==> src/design/cau_pkg.sv <==
`timescale 1ns / 1ps
package cau_pkg;
   localparam int WORD_BITS = 32;
   localparam int FRAC_BITS = 16;
   localparam int PROD_BITS = 2 * WORD_BITS + 1;
   // Dividend magnitude with fraction extension plus half-divisor rounding term.
   localparam int NUM_BITS  = PROD_BITS + FRAC_BITS + 2;
   localparam int DEN_BITS  = 2 * WORD_BITS + 2;
   localparam int QUO_BITS  = NUM_BITS;
   localparam int Q_DEPTH   = 4;
   localparam int Q_AW      = $clog2(Q_DEPTH);

   typedef enum logic [1:0] {
      OP_ADD = 2'd0,
      OP_SUB = 2'd1,
      OP_MUL = 2'd2,
      OP_DIV = 2'd3
   } op_type;

   typedef struct packed {
      logic [1:0]                  op;
      logic signed [WORD_BITS-1:0] a_re;
      logic signed [WORD_BITS-1:0] a_im;
      logic signed [WORD_BITS-1:0] b_re;
      logic signed [WORD_BITS-1:0] b_im;
   } req_type;

   typedef struct packed {
      logic signed [WORD_BITS-1:0] res_re;
      logic signed [WORD_BITS-1:0] res_im;
      logic                        overflow;
      logic                        div_zero;
   } rsp_type;

   // Classified item passed from the front part to the back part.
   typedef struct packed {
      logic [1:0]                  op;
      logic                        div_zero;
      logic signed [WORD_BITS-1:0] a_re;
      logic signed [WORD_BITS-1:0] a_im;
      logic signed [WORD_BITS-1:0] b_re;
      logic signed [WORD_BITS-1:0] b_im;
   } task_type;

   // Saturate a signed magnitude to the signed word range.
   function automatic logic [WORD_BITS:0] sat_word(input logic neg,
                                                   input logic [QUO_BITS-1:0] mag);
      logic [QUO_BITS-1:0] lim;
      logic [WORD_BITS-1:0] w;
      logic ov;
      lim = QUO_BITS'(1) << (WORD_BITS - 1);
      ov = 1'b0;
      if (neg) begin
         if (mag > lim) begin
            ov = 1'b1;
            w = lim[WORD_BITS-1:0];
         end else begin
            w = WORD_BITS'(0) - mag[WORD_BITS-1:0];
         end
      end else begin
         if (mag > lim - QUO_BITS'(1)) begin
            ov = 1'b1;
            w = lim[WORD_BITS-1:0] - WORD_BITS'(1);
         end else begin
            w = mag[WORD_BITS-1:0];
         end
      end
      return {ov, w};
   endfunction
endpackage

==> src/design/cau_front.sv <==
`timescale 1ns / 1ps
module cau_front (
   input  logic              clock,
   input  logic              reset,
   input  logic              push,
   output logic              full,
   input  cau_pkg::req_type  req_data,
   output logic              task_valid,
   input  logic              task_ready,
   output cau_pkg::task_type task_data
);
   import cau_pkg::*;

   task_type mem [Q_DEPTH];
   logic [Q_AW:0] wr_ff, wr_in, rd_ff, rd_in;
   task_type item;
   logic do_push, do_pop;

   always_comb begin
      item.op       = req_data.op;
      item.a_re     = req_data.a_re;
      item.a_im     = req_data.a_im;
      item.b_re     = req_data.b_re;
      item.b_im     = req_data.b_im;
      item.div_zero = (op_type'(req_data.op) == OP_DIV) &&
                      (req_data.b_re == '0) && (req_data.b_im == '0);
   end

   assign full       = (wr_ff[Q_AW] != rd_ff[Q_AW]) && (wr_ff[Q_AW-1:0] == rd_ff[Q_AW-1:0]);
   assign task_valid = (wr_ff != rd_ff);
   assign task_data  = mem[rd_ff[Q_AW-1:0]];
   assign do_push    = push && !full;
   assign do_pop     = task_valid && task_ready;
   assign wr_in      = wr_ff + (Q_AW+1)'(do_push);
   assign rd_in      = rd_ff + (Q_AW+1)'(do_pop);

   always_ff @(posedge clock) begin
      if (do_push) begin
         mem[wr_ff[Q_AW-1:0]] <= item;
      end
   end

   always_ff @(posedge clock) begin
      if (reset) begin
         wr_ff <= '0;
         rd_ff <= '0;
      end else begin
         wr_ff <= wr_in;
         rd_ff <= rd_in;
      end
   end
endmodule

==> config.mk <==
export PLATFORM = sky130hd
export DESIGN_NAME = cau_front
export DESIGN_NICKNAME = d
export VERILOG_FILES = /design/src/design/cau_pkg.sv /design/src/design/cau_front.sv
export SDC_FILE = /design/constraint.sdc
export NUM_CORES = 1
export LEC_CHECK = 0
export CAP_MARGIN = 10
export CORE_MARGIN = 10
export CORE_UTILIZATION = 39
export DETAILED_ROUTE_END_ITERATION = 10
export DONT_BUFFER_PORTS = 1
export HOLD_SLACK_MARGIN = 0.15
export SLEW_MARGIN = 30
export SYNTH_ARGS = -nofsm -noshare
export SYNTH_HDL_FRONTEND = slang
export SYNTH_SLANG_ARGS = --single-unit
==> constraint.sdc <==
create_clock -name clock -period 13.38 [get_ports clock]
set_clock_uncertainty 0.1 [all_clocks]
set_input_delay 1.338 -clock clock [delete_from_list [all_inputs] [get_ports clock]]
set_output_delay 1.338 -clock clock [all_outputs]
set_load 0.01 [all_outputs]
==> flow_summary.toml <==
[routing]
drtPass1Iterations = 7
vias = 7799
routed_wl_mm = 40.43
vias_per_cell = 5.259
wl_per_cell_um = 27.27
drt-initial-drc-count = 493
ant_nets = 0
drc = 0

[yosys]
synth_top_family_by_area = "multiplexers"
ys_seq_area_frac = 0.8191
synth_top_cells_by_count = "524 x edfxtp_1, 131 x mux4_2, 15 x buf_2"
synth_ff_type = "edfxtp_1"
synthesis.nets = 877
synth_cells = 739
synth.most_common_cell = "edfxtp_1"
synth_compound_area_frac = 0
yosys.area.top_type = "edfxtp_1"
muxShareOfSynthArea = 0.1524
yosys_warnings = 0
synth_xor_area_frac = 0.002262
synthesis.area_mm2 = 0.01936
synth_edf_count = 524
synthAdderAreaFrac = 0.002586
synthTopCellsByArea = "edfxtp_1 81%, mux4_2 15%, dfxtp_1 0.62%, buf_6 0.58%, nor4_1 0.42%"
synth-seq-cells = 530
async_flop_share = 0
synth_top_area_frac = 0.8129
synth_simple_gate_area_frac = 0.01254
yosysUniqueCellTypes = 25
synth_area_per_cell_um2 = 26.19

[cells_and_area]
multi_input_area_mm2 = 0.003307
final_nets = 919
fin_cells = 1483
final_util = 0.4461
antenna-diode-count = 0
drive_gt1_frac = 0.2735
final.fill_count = 4112
layout.area.seq_mm2 = 0.01586
syn_to_final_growth_pct = 13.05

[placed_design]
dpl.hpwl_mm = 24.89
dpl_worst_slack_ps = 9388
port_buffers = 0
gp_congestion = 0.6734
place_inst = 1388

[cts]
cts_buffers = 53
clkLatencyLatePin_ps = 590
clockBufferDepth = 3
ctsHoldBuffers = 0
cts_setup_buffers = 0
clk_pin_slew_worst_paths_ps = 60
cts_tree = "built"
clock-root-buffer = "clkbuf_16"
post_cts_resized = 0
cts_max_level = 2
cts.sinks = 530

[sta]
fin_crit_sh = 0.3195
setup_slack_ps = 9106
rsz0062_at_grt = "no"
setup_tns_ps = 0
max_slew_margin = 0.3883
finalSetupViolCount = 0
max_slew.worst_pin.slew_ps = 917.6
hold_viol_final = 0
final_max_slew_viol_count = 0
fin_crit_ps = 4274
fmax_ghz = 0.2340

[job]
cap_viol_max_count = 0

[floorplan]
core_area_mm2 = 0.04905
die_area_mm2 = 0.05894
initial_utilization = 0.3946
die_w_um = 242.8
die-height_um = 242.8
rows = 81
ios = 267

[outcome]
outcome = "completed"

[critical_path]
end_kind = "output pin"
worstPathMaxFanout = 45
worstPathRequired_ps = 11940
arrival_ps = 2840
rrSetupSlack_ps = 9480
start_kind = "flop"
path_class = "reg -> out"

[power_and_ir_drop]
powerDensity_mw_per_mm2 = 175.9
report.power.total_mw = 3.849
worst_ir_drop_vdd_mv = 0.1062
p_leak_nw = 6.598

[min_path]
worstHoldPathType = "reg -> reg"

[grt]
grt_max_degree = 64
antenna_found_initial = 0
grt_pass1_wl_mm = 59.77
grt_pass1_vias = 8423
gr-total-overflow = 0
grt_use_total = 0.1360
==> path summary, 6_finish.rpt <==
check | start | endpoint | cells past startpoint
setup / recovery | rd_ff[0] | task_data[7] | 3
hold / removal | rd_ff[2] | rd_ff[2] | 2
setup reg to reg | rd_ff[1] | mem[2][91] | 7
hold reg to reg | rd_ff[2] | rd_ff[2] | 2
==> worst max-delay path, cell delays in order, from the launching register on <==
cell     delay (ps)
dfxtp_4         620
buf_16          300
buf_6           570
mux4_2          680
==> cell families (layout without fill, tap and decap cells) <==
kind of cell / after synthesis / in the layout
xor gates and xnor gates: 5 / 5
adders and majority gates: 4 / 4
buffers and inverters: 32 / 112
DFF: 530 / 530
muxes: 131 / 131
and+or+nand+nor: 37 / 37
==> placed cells by master, fill, tap and decap left out, types with 5 or more instances in the layout <==
cell type	n
nor4_1	13
clkinv_1	16
buf_4	11
xnor2_1	5
mux4_2	131
clkbuf_16	55
bufinv_16	6
edfxtp_1	524
clkbuf_1	10
==> layout make-up <==
| class | instances | area share |
|---|---|---|
| Clock buffer | 65 | 0.06461 |
| Clock inverter | 28 | 0.01269 |
| Inverter | 2 | 0.0003431 |
| Multi-Input combinational cell | 177 | 0.1511 |
| Sequential cell | 530 | 0.7249 |
| Tap cell | 664 | 0.03797 |
| Timing Repair Buffer | 17 | 0.008348 |
==> where the power goes <==
part           leakage (nW)  total, mW  switching [mW]  internal (mW)
registers              4.86       1.95          0.0299           1.92
logic                 0.910      0.461           0.265          0.196
clock network         0.824       1.44           0.586          0.858
==> state kept, by name (all words and copies together) (netlist names) <==
| name | cells |
|---|---|
| mem | 524 |
| rd_ff | 3 |
| wr_ff | 3 |
==> stage by stage <==
stage | cell area, µm² | hold slack (ps)
detailed placement | 20130 | 452.5
global placement | 20120 | 419.9
finish | 21880 | 462.8
global route | 21880 | 472.8
floorplan | 19360 | 403.5
CTS | 21820 | 467.9
==> layer usage <==
metal  vias to the layer above  GRT usage  part of all wire
met3                        54    0.06677              0.11
met4                         0    0.04154             0.019
met5                         -          0                 0
met1                      4164     0.1658              0.39
met2                       268     0.2102              0.48
li1                       3313          -                 -
Power figures use the tool's default switching activity.
